**config.mk**
```make
export PLATFORM = sky130hd
export DESIGN_NAME = array_list_engine
export DESIGN_NICKNAME = d
export VERILOG_FILES = /design/src/design/ale_pkg.sv /design/src/design/ale_ram.sv /design/src/design/ale_ctrl.sv /design/src/design/array_list_engine.sv
export SDC_FILE = /design/constraint.sdc
export NUM_CORES = 1
export LEC_CHECK = 0
export ABC_AREA = 1
export CAP_MARGIN = 20
export CORE_ASPECT_RATIO = 0.7
export CORE_MARGIN = 3
export CORE_UTILIZATION = 56
export DETAILED_ROUTE_END_ITERATION = 8
export DONT_BUFFER_PORTS = 1
export PLACE_DENSITY = 0.74
export SKIP_CTS_REPAIR_TIMING = 1
export SYNTH_ARGS = -nofsm -noshare
export SYNTH_HDL_FRONTEND = slang
export SYNTH_SLANG_ARGS = --single-unit
```
**constraint.sdc**
```tcl
create_clock -name clk -period 3.65 [get_ports clk]
set_input_delay 0.73 -clock clk [delete_from_list [all_inputs] [get_ports clk]]
set_output_delay 0.73 -clock clk [all_outputs]
set_load 0.02 [all_outputs]
```
**src/design/ale_pkg.sv**
```systemverilog
// shared types and constants for the array list engine
// depends on nothing; imported by ale_ctrl and array_list_engine
`default_nettype none

package ale_pkg;

    localparam int CAPACITY = 16;
    localparam int ADDR_W   = $clog2(CAPACITY);
    localparam int CNT_W    = $clog2(CAPACITY + 1);
    localparam int POS_W    = 5;
    localparam int VAL_W    = 32;
    localparam int CMP_W    = (CNT_W > POS_W) ? CNT_W : POS_W;

    localparam logic [1:0] KIND_INSERT   = 2'd0;
    localparam logic [1:0] KIND_DELETE   = 2'd1;
    localparam logic [1:0] KIND_LOCATE   = 2'd2;
    localparam logic [1:0] KIND_RETRIEVE = 2'd3;

    localparam logic [1:0] STAT_OK     = 2'd0;
    localparam logic [1:0] STAT_RANGE  = 2'd1;
    localparam logic [1:0] STAT_FULL   = 2'd2;
    localparam logic [1:0] STAT_ABSENT = 2'd3;

    typedef struct packed {
        logic [1:0]              kind;
        logic [POS_W-1:0]        position;
        logic signed [VAL_W-1:0] value;
    } req_t;

    typedef struct packed {
        logic [1:0]              status;
        logic [POS_W-1:0]        found_position;
        logic signed [VAL_W-1:0] read_value;
        logic [POS_W-1:0]        length;
    } res_t;

endpackage

`default_nettype wire

```
**src/design/ale_ram.sv**
```systemverilog
// generic simple dual-port ram, one write and one registered read per cycle
// depends on nothing
`default_nettype none

module ale_ram #(
    parameter int WIDTH = 32,
    parameter int DEPTH = 16
) (
    input  wire logic                     clk,
    input  wire logic                     we,
    input  wire logic [$clog2(DEPTH)-1:0] waddr,
    input  wire logic [WIDTH-1:0]         wdata,
    input  wire logic [$clog2(DEPTH)-1:0] raddr,
    output logic      [WIDTH-1:0]         rdata
);

    logic [WIDTH-1:0] mem [DEPTH];

    always_ff @(posedge clk)
    begin
        if (we)
        begin
            mem[waddr] <= wdata;
        end
        rdata <= mem[raddr];
    end

endmodule

`default_nettype wire

```
**src/design/ale_ctrl.sv**
```systemverilog
// sequencer and shared index/compare unit of the array list engine
// depends on ale_pkg and ale_ram
`default_nettype none

module ale_ctrl (
    input  wire logic          clk,
    input  wire logic          rst_n,
    input  wire logic          req_valid,
    input  wire ale_pkg::req_t req,
    output logic               idle,
    output logic               res_valid,
    input  wire logic          res_ready,
    output ale_pkg::res_t      res
);
    import ale_pkg::*;

    localparam logic [2:0] ST_IDLE = 3'd0;
    localparam logic [2:0] ST_INS  = 3'd1;
    localparam logic [2:0] ST_DEL  = 3'd2;
    localparam logic [2:0] ST_LOC  = 3'd3;
    localparam logic [2:0] ST_RET  = 3'd4;
    localparam logic [2:0] ST_FIN  = 3'd5;

    logic [2:0]        state_reg, state_next;
    logic [CNT_W-1:0]  cnt_reg, cnt_next;
    logic [CNT_W-1:0]  idx_reg, idx_next;
    logic              pend_reg, pend_next;
    logic [ADDR_W-1:0] pend_addr_reg, pend_addr_next;
    req_t              req_reg, req_next;
    res_t              res_reg, res_next;

    logic              we;
    logic [ADDR_W-1:0] waddr;
    logic [VAL_W-1:0]  wdata;
    logic [ADDR_W-1:0] raddr;
    logic [VAL_W-1:0]  rdata;

    // shared compare unit operands
    logic [CMP_W-1:0]  cnt_x, idx_x, pos_x, in_pos_x;
    logic              hit;

    ale_ram #(
        .WIDTH(VAL_W),
        .DEPTH(CAPACITY)
    ) u_ram (
        .clk  (clk),
        .we   (we),
        .waddr(waddr),
        .wdata(wdata),
        .raddr(raddr),
        .rdata(rdata)
    );

    assign cnt_x    = CMP_W'(cnt_reg);
    assign idx_x    = CMP_W'(idx_reg);
    assign pos_x    = CMP_W'(req_reg.position);
    assign in_pos_x = CMP_W'(req.position);
    assign hit      = pend_reg && (rdata == req_reg.value);

    assign idle      = (state_reg == ST_IDLE);
    assign res_valid = (state_reg == ST_FIN);
    assign res       = res_reg;

    always_comb
    begin
        state_next     = state_reg;
        cnt_next       = cnt_reg;
        idx_next       = idx_reg;
        pend_next      = 1'b0;
        pend_addr_next = pend_addr_reg;
        req_next       = req_reg;
        res_next       = res_reg;
        we             = 1'b0;
        waddr          = pend_addr_reg;
        wdata          = rdata;
        raddr          = idx_reg[ADDR_W-1:0];

        case (state_reg)
            ST_IDLE:
            begin
                if (req_valid)
                begin
                    req_next                = req;
                    res_next.status         = STAT_OK;
                    res_next.found_position = req.position;
                    res_next.read_value     = '0;
                    res_next.length         = POS_W'(cnt_reg);
                    case (req.kind)
                        KIND_INSERT:
                        begin
                            if (in_pos_x > cnt_x)
                            begin
                                res_next.status = STAT_RANGE;
                                state_next      = ST_FIN;
                            end
                            else if (cnt_x == CMP_W'(CAPACITY))
                            begin
                                res_next.status = STAT_FULL;
                                state_next      = ST_FIN;
                            end
                            else
                            begin
                                idx_next   = cnt_reg;
                                state_next = ST_INS;
                            end
                        end
                        KIND_DELETE:
                        begin
                            if (in_pos_x >= cnt_x)
                            begin
                                res_next.status = STAT_RANGE;
                                state_next      = ST_FIN;
                            end
                            else
                            begin
                                idx_next   = CNT_W'(req.position) + CNT_W'(1);
                                state_next = ST_DEL;
                            end
                        end
                        KIND_LOCATE:
                        begin
                            idx_next   = '0;
                            state_next = ST_LOC;
                        end
                        default:
                        begin
                            if (in_pos_x >= cnt_x)
                            begin
                                res_next.status = STAT_RANGE;
                                state_next      = ST_FIN;
                            end
                            else
                            begin
                                raddr      = ADDR_W'(req.position);
                                state_next = ST_RET;
                            end
                        end
                    endcase
                end
            end
            ST_INS:
            begin
                // shift up from the tail: read i-1, write it to i next cycle
                if (pend_reg)
                begin
                    we = 1'b1;
                end
                if (idx_x > pos_x)
                begin
                    raddr          = ADDR_W'(idx_reg - CNT_W'(1));
                    pend_next      = 1'b1;
                    pend_addr_next = ADDR_W'(idx_reg);
                    idx_next       = idx_reg - CNT_W'(1);
                end
                else if (!pend_reg)
                begin
                    we              = 1'b1;
                    waddr           = ADDR_W'(req_reg.position);
                    wdata           = req_reg.value;
                    cnt_next        = cnt_reg + CNT_W'(1);
                    res_next.length = POS_W'(cnt_reg + CNT_W'(1));
                    state_next      = ST_FIN;
                end
            end
            ST_DEL:
            begin
                // shift down: read i, write it to i-1 next cycle
                if (pend_reg)
                begin
                    we = 1'b1;
                end
                if (idx_reg < cnt_reg)
                begin
                    pend_next      = 1'b1;
                    pend_addr_next = ADDR_W'(idx_reg - CNT_W'(1));
                    idx_next       = idx_reg + CNT_W'(1);
                end
                else
                begin
                    cnt_next        = cnt_reg - CNT_W'(1);
                    res_next.length = POS_W'(cnt_reg - CNT_W'(1));
                    state_next      = ST_FIN;
                end
            end
            ST_LOC:
            begin
                if (hit)
                begin
                    res_next.status         = STAT_OK;
                    res_next.found_position = POS_W'(pend_addr_reg);
                    state_next              = ST_FIN;
                end
                else if (idx_reg < cnt_reg)
                begin
                    pend_next      = 1'b1;
                    pend_addr_next = idx_reg[ADDR_W-1:0];
                    idx_next       = idx_reg + CNT_W'(1);
                end
                else
                begin
                    res_next.status         = STAT_ABSENT;
                    res_next.found_position = POS_W'(cnt_reg);
                    state_next              = ST_FIN;
                end
            end
            ST_RET:
            begin
                res_next.read_value = rdata;
                state_next          = ST_FIN;
            end
            ST_FIN:
            begin
                if (res_ready)
                begin
                    state_next = ST_IDLE;
                end
            end
            default:
            begin
                state_next = ST_IDLE;
            end
        endcase
    end

    always_ff @(posedge clk or negedge rst_n)
    begin
        if (!rst_n)
        begin
            state_reg <= ST_IDLE;
            cnt_reg   <= '0;
            pend_reg  <= 1'b0;
        end
        else
        begin
            state_reg <= state_next;
            cnt_reg   <= cnt_next;
            pend_reg  <= pend_next;
        end
    end

    always_ff @(posedge clk)
    begin
        idx_reg       <= idx_next;
        pend_addr_reg <= pend_addr_next;
        req_reg       <= req_next;
        res_reg       <= res_next;
    end

    a_cnt_bound: assert property (@(posedge clk) disable iff (!rst_n)
        CMP_W'(cnt_reg) <= CMP_W'(CAPACITY))
        else $error("entry count above capacity");

    a_no_write_idle: assert property (@(posedge clk) disable iff (!rst_n)
        (state_reg == ST_IDLE || state_reg == ST_FIN) |-> !we)
        else $error("ram write outside a shift");

    a_cnt_change: assert property (@(posedge clk) disable iff (!rst_n)
        (cnt_reg != $past(cnt_reg)) |->
            ($past(state_reg) == ST_INS || $past(state_reg) == ST_DEL))
        else $error("count changed outside insert or delete");

    a_loc_in_list: assert property (@(posedge clk) disable iff (!rst_n)
        (state_reg == ST_LOC && pend_reg) |-> (CNT_W'(pend_addr_reg) < cnt_reg))
        else $error("locate compared an entry past the end");

endmodule

`default_nettype wire

```
**src/design/array_list_engine.sv**
```systemverilog
// Array list engine: an ordered list of up to 16 signed 32-bit words kept in a
// small ram plus a length. One request is taken at a time; s_tready is low
// while it runs. Insert shifts the entries from position p up and writes the
// new word, delete shifts the entries above p down, locate compares entries
// from the head until a match or the end, retrieve reads one entry, and an
// error is answered without a ram access; each result then goes to the output
// register. The single ram port pair moves or compares one entry per cycle.
// The output register lets a result wait for m_tready while the next request
// is already being worked on.
// top level; depends on ale_pkg and ale_ctrl
`default_nettype none

module array_list_engine (
    input  wire logic        clk,
    input  wire logic        rst_n,
    input  wire logic        s_tvalid,
    output logic             s_tready,
    input  wire logic [39:0] s_tdata,   // position[4:0], value[36:5], zero fill
    input  wire logic [1:0]  s_tuser,   // kind[1:0]
    output logic             m_tvalid,
    input  wire logic        m_tready,
    output logic [47:0]      m_tdata    // status[1:0], found_position[6:2],
                                        // read_value[38:7], length[43:39], zero fill
);
    import ale_pkg::*;

    req_t  req;
    res_t  res;
    logic  idle;
    logic  res_valid;
    logic  res_ready;
    logic  m_tvalid_reg, m_tvalid_next;
    res_t  out_reg, out_next;

    assign req.kind     = s_tuser;
    assign req.position = s_tdata[POS_W-1:0];
    assign req.value    = s_tdata[POS_W+VAL_W-1:POS_W];

    assign s_tready  = idle;
    assign res_ready = !m_tvalid_reg || m_tready;

    ale_ctrl u_ctrl (
        .clk      (clk),
        .rst_n    (rst_n),
        .req_valid(s_tvalid),
        .req      (req),
        .idle     (idle),
        .res_valid(res_valid),
        .res_ready(res_ready),
        .res      (res)
    );

    always_comb
    begin
        m_tvalid_next = m_tvalid_reg;
        out_next      = out_reg;
        if (m_tvalid_reg && m_tready)
        begin
            m_tvalid_next = 1'b0;
        end
        if (res_valid && res_ready)
        begin
            m_tvalid_next = 1'b1;
            out_next      = res;
        end
    end

    always_ff @(posedge clk or negedge rst_n)
    begin
        if (!rst_n)
        begin
            m_tvalid_reg <= 1'b0;
        end
        else
        begin
            m_tvalid_reg <= m_tvalid_next;
        end
    end

    always_ff @(posedge clk)
    begin
        out_reg <= out_next;
    end

    assign m_tvalid = m_tvalid_reg;
    assign m_tdata  = {4'b0000, out_reg.length, out_reg.read_value,
                       out_reg.found_position, out_reg.status};

endmodule

`default_nettype wire
```
[Yosys cells after proc, flatten, opt, wreduce, memory -nomap -nowiden]
Memories as Yosys holds them, arrays and structs flattened. A register that Yosys moved wholly into a read port is not among the register bits.
Index checks and enable logic that the tools add are counted.
Operators by class
  $add $sub $neg: 5
  multiply operators: 0
  divide/modulo/power cells: 0
  order comparisons: 4
  equality and inequality tests: 23
  shift-type cells: 0
  mux-type cells: 63
  bitwise operators: 0
  reduce and logical (&&, ||, !) cells: 23
Operator list (count)
  $mux W32: 3
  $pmux W32 S2: 1
  $mux W5: 10
  $mux W4: 11
  $mux W44: 1
  $eq A32 B32 Y1: 1
  $pmux W5 S3: 2
  $mux W3: 9
  $pmux W5 S4: 1
  $pmux W3 S6: 1
  $add A5 B1 Y5 const B: 3
  $mux W7: 2
  $pmux W7 S2: 1
  $mux W1: 12
  $pmux W4 S3: 1
  $gt A5 B5 Y1: 2
  $ne A2 B2 Y1 const B: 5
  $pmux W5 S2: 1
  $reduce_and A5 Y1: 2
  $sub A5 B1 Y5 const B: 2
  $ne A3 B3 Y1 const B: 3
  $pmux W3 S3: 1
  $ne A2 B1 Y1 const B: 4
  $pmux W4 S2: 1
  other kinds (27): 38
Word-level totals
  register bits after elaboration: 144
  bits in latches: 0
  RAM bits: 512
  bits in read-only memories: 0
  output and inout port bits: 50
  memories: 1
Memories
  u_ctrl.u_ram.mem: words 16, width 32, rd ports 1, clocked after memory_dff 1, write ports 1, line ale_ram.sv:17  | logic [WIDTH-1:0] mem [DEPTH];

[Longest topological paths before layout]
  depth in word-level cells: 6
  gate-level depth with buffers: 21
  mapped depth without buffers: 18

[Hierarchy]
A second synthesis with hierarchy kept.
Unflattened totals
  cells, all modules: 2852
  area, all modules: 29871.1 µm²
Modules (own cells, without submodules)
  ale_ram: times used 1, cells each 2120, area an instance 22730.6 µm², sequential area each 16015.4 µm²
  ale_ctrl: times used 1, cells each 677, area an instance 5740.5 µm², sequential area each 2927.8 µm²
  array_list_engine: times used 1, cells each 55, area an instance 1400.1 µm², sequential area each 1346.3 µm²

[Least setup slack after synthesis]
OpenSTA, ideal clock, no wires.
  path type: register to register
  start: register u_ctrl.idx_reg[2]
  end: memory u_ctrl.u_ram.mem[0][0], enable pin
  library setup time: 421 ps
  data arrival time: 3158 ps
  required time: 3229 ps
  setup slack: 70 ps
  cell stages (with the launch flop): 11
  buffers on the path: 0
  cells stage by stage: edfxtp_1 > ha_1 > nand2_1 > nand2_1 > nand2_1 > nand3_1 > nand2_1 > nand3_1 > o21ai_0 > nand3_1 > nor2_1
On the way
  cells in the longest elaborated chain, start to end: 5
  elaborated cells on any way between the ends: 7
  those cells by class: order compare (1); mux (6)
RTL lines
  start, declared: line ale_ctrl.sv:26  | logic [CNT_W-1:0] idx_reg, idx_next;
  start signal, assigned: line ale_ctrl.sv:243  | idx_reg <= idx_next;
  $gt A5 B5 Y1 *: line ale_ctrl.sv:148  | if (idx_x > pos_x)
  $mux W1: line ale_ctrl.sv:148
  $pmux W1 S2: line ale_ctrl.sv:78  | case (state_reg)
  $mux W1: line ale_ram.sv:21  | if (we)
  $mux W1 (not written as such): line ale_ram.sv:23  | mem[waddr] <= wdata;
  end, declared: line ale_ram.sv:17
Mark *: on every way between the ends. The rest lies on a longest branch, timed or not.

[Final worst setup path]
  start: register u_ctrl.cnt_reg[4]
  end: register u_ctrl.u_ram.rdata[0] (read register of u_ctrl.u_ram.mem)
On the way
  cells in the longest elaborated chain, start to end: 5
RTL lines
  start, declared: line ale_ctrl.sv:25  | logic [CNT_W-1:0] cnt_reg, cnt_next;
  start signal, assigned: line ale_ctrl.sv:236  | cnt_reg <= cnt_next;
  $ge A5 B5 Y1: line ale_ctrl.sv:127  | if (in_pos_x >= cnt_x)
  $mux W4: line ale_ctrl.sv:127
  $mux W4: line ale_ctrl.sv:88  | case (req.kind)
  $mux W4: line ale_ctrl.sv:81  | if (req_valid)
  $pmux W4 S2: line ale_ctrl.sv:78
  end, declared: line ale_ram.sv:14  | output logic [WIDTH-1:0] rdata
No other way between the ends.
A chain may end at the register's enable or synchronous reset.

==> impl_metrics.yaml <==
timing:
  rsz0062_at_grt: "false"
  tns_ps: 0
  hold_violations: 0
  fin_ws_ps: 237.6
  finalCritPeriodShare_pct: 93.49
  setup_viol_count_final: 0
  holdWs_ps: 204.7
  slew_headroom_pct: 26.59
  slew_violations: 0
  period_needed_ps: 3412
  worst_pin_slew_ps: 1101
  fin_skew_ps: 34.61
  fmax_ghz: 0.2931
min_path:
  hold_end: "u_ctrl.req_reg[8]$_DFFE_PP_"
  hp-class: "input pin to register"
  hold_path.startpoint: "s_tdata[13]"
  min_path_cells: 0
placed_design:
  post-place-ws_ps: 267.4
  port_buffers: 0
  placed_cell_area_mm2: 0.03132
  gp_congestion: 0.9099
  place_hpwl_mm: 46.80
die:
  rows: 70
  core_region_area_mm2: 0.05264
  die_x_um: 283.1
  num_io_pins: 96
  start_util_pct: 57.16
  die_area_mm2: 0.05659
  die_y_um: 199.9
drt:
  vias: 20730
  finalWirelength_mm: 76.78
  drc_errors: 0
  drt.antenna.violating_nets: 0
  drt-vias-per-instance: 5.752
  drt-pass1-iter-count: 6
  initialDrtViolationCount: 2862
  wl_per_cell_um: 21.31
clock_network:
  cts_sinks: 688
  clk_pin_slew_ps: 70
  htree_levels: 2
  clk_latency_ps: 630
  cts_made_buffers: 60
  clockBufferDepth: 3
  cts_tree: "built"
  cts-root-buf: "clkbuf_16"
synth:
  synth_edf_count: 646
  syn_avg_cell_area_um2: 10.70
  synth_warnings: 0
  synth_area_mm2: 0.03009
  async_reset_ff_share_pct: 1.453
  syn_inst: 2811
  ys_seq_area_share_pct: 67.43
  ys_seq_elements: 688
  synth_cell_types: 40
  synthFlopType: "edfxtp_1"
critical_path:
  end_kind: "register"
  required_ps: 4160
  reg2reg_depth: 17
  critPathKind: "register to register"
  critPathBufInv: 3
  rr_startpoint: "u_ctrl.cnt_reg[4]$_DFFE_PN0P_"
  startpoint_type: "register"
  path_cells: "inv_1 > ha_1 > nand2_1 > inv_1 > nand2_1 > nand2_1 > nor2_1 > nand3_1 > nand2_1 > nand2_2 > nand2_8 > buf_12 > nand3_1 > nand3_1 > nand3_1 > nand3_1 > nand2_1"
  critPathMaxFanout: 131
  arrival_ps: 3920
  slowest_stage: "dfrtp_1"
  r2r_slack_ps: 240
  max_stage_delay_ps: 410
  cp_top_family: "simple AND/OR/NAND/NOR gates"
  r2r-end: "u_ctrl.u_ram.rdata[0]$_DFF_P_"
pwr:
  peakVddDrop_mv: 1.223
  power.switching_w: 0.01433
  p_sw_share_pct: 42.34
  p_per_area_mw_per_mm2: 1014
  power_frac_comb_pct: 43.9
  pwr-share-clk_pct: 19.2
  p_int_w: 0.01952
  seqPwrFrac_pct: 36.9
  power.leakage_nw: 13.65
final_layout:
  fillers: 3933
  nNetsFinal: 2906
  final_area_mm2: 0.03338
  diodes: 0
  largest_reg_flops: 512
  final_layout_size_suffix_gt1_share_pct: 8.498
  syn2layout_area_growth_pct: 10.95
  post-route-util_pct: 63.42
status:
  status: "finished clean"
job:
  max_cap_violations: 0
global_routing:
  grtUsageTotal_pct: 26.65
  grt_pass1_vias: 19540
  grt_pass1_wl_mm: 115.5
  grt_max_degree: 139
  globalRoute.totalOverflow: 0
  antenna_found_initial: 0
-- cell families after synthesis --
group                    synth area share (%)
AND/OR/NAND/NOR                         20.82
flip-flops                              67.43
buffers and inverters                   8.034
AO/OA/AOI/OAI                           1.934
XOR/XNOR                               0.7277
adder cells (fa/ha/maj)                 1.040
other                                 0.01246
-- power groups by stage --
stage | logic, W | registers, W | clock network, W
3_3_place_gp | 0.0141 | 0.0126 | 0
2_1_floorplan | 0.0101 | 0.0123 | 0
6_report | 0.0149 | 0.0125 | 0.00650
4_1_cts | 0.0146 | 0.0125 | 0.00655
5_1_grt | 0.0163 | 0.0126 | 0.00690
3_5_place_dp | 0.0145 | 0.0127 | 0
-- area by class of cell --
class                   instances  area, um^2  area share (%)
clock buffers                  73        1633           4.891
clock inverters                37       384.1           1.151
inverters                     389        1468           4.396
multi-input cells            1589        7566           22.66
flip-flops and latches        688       20290           60.78
well taps                     720       900.9           2.698
repair buffers                107        1144           3.426
-- cells in the final DEF (no fill, tap or decap), types with 9 or more instances in the layout --
master       n
xor2_1      15
nor2_4      21
o21ai_0     50
buf_12      27
clkinv_2    19
nor2_1      89
edfxtp_1   646
nor3_1      11
inv_1      381
ha_1        25
clkbuf_16   62
nand4_1      9
dfxtp_1     32
buf_4       79
nand3_1    606
xnor2_1     10
nor4_1       9
nand2_1    671
dfrtp_1     10
a21oi_1     32
-- worst max-delay path by stage --
stage | start | end | depth (start not counted)
3_5_place_dp | s_tdata[4] | u_ctrl.u_ram.rdata[28]$_DFF_P_ | 16
6_report | u_ctrl.cnt_reg[4]$_DFFE_PN0P_ | u_ctrl.u_ram.rdata[0]$_DFF_P_ | 17
4_1_cts | u_ctrl.cnt_reg[4]$_DFFE_PN0P_ | u_ctrl.u_ram.rdata[16]$_DFF_P_ | 17
5_1_grt | u_ctrl.cnt_reg[4]$_DFFE_PN0P_ | u_ctrl.u_ram.rdata[30]$_DFF_P_ | 17
2_1_floorplan | u_ctrl.idx_reg[2]$_DFFE_PP_ | u_ctrl.u_ram.mem[0][0]$_DFFE_PP_ | 10
3_3_place_gp | s_tdata[4] | u_ctrl.u_ram.rdata[16]$_DFF_P_ | 16
-- metrics by stage --
stage	total power, W	instances
detailed placement	0.02715	3489
global placement	0.02669	3489
CTS	0.03365	3599
floorplan	0.02248	2814
finish	0.03386	3603
global route	0.03575	3603
-- per-layer routing --
metal / track usage (%) / vias to the layer above / routed length [um]
li1: - / 9489 / -
met1: 39.02 / 9936 / 31830
met2: 41.48 / 1164 / 34730
met3: 4.540 / 137 / 8197
met4: 8.303 / 0 / 2029
met5: 0 / - / 0
-- Yosys cell counts (2+ instances only) --
| master | count | area (um^2) |
|---|---|---|
| o221ai_1 | 3 | 26.28 |
| a21oi_1 | 32 | 160.2 |
| buf_1 | 4 | 15.01 |
| clkbuf_1 | 8 | 30.03 |
| nand3_1 | 607 | 3038 |
| edfxtp_1 | 646 | 19400 |
| nor2_1 | 107 | 401.6 |
| nand2_4 | 3 | 33.78 |
| dfxtp_1 | 32 | 640.6 |
| nand4_1 | 9 | 56.30 |
| nand2_1 | 672 | 2522 |
| xor2_1 | 15 | 131.4 |
| nand2_2 | 2 | 12.51 |
| xnor2_1 | 10 | 87.58 |
| o2111ai_1 | 2 | 17.52 |
| nor4_1 | 9 | 56.30 |
| nand3b_1 | 3 | 22.52 |
| nor2_4 | 2 | 22.52 |
| nor3_1 | 11 | 55.05 |
| o22ai_1 | 4 | 25.02 |
| o21ai_0 | 50 | 250.2 |
| inv_2 | 8 | 30.03 |
| nor2_2 | 2 | 12.51 |
| ha_1 | 25 | 312.8 |
| buf_2 | 81 | 405.4 |
| inv_1 | 381 | 1430 |
| o211ai_1 | 8 | 60.06 |
| buf_4 | 30 | 225.2 |
| dfrtp_1 | 10 | 250.2 |
| buf_6 | 25 | 281.5 |
Note: power is estimated with default switching activity, not from simulation.
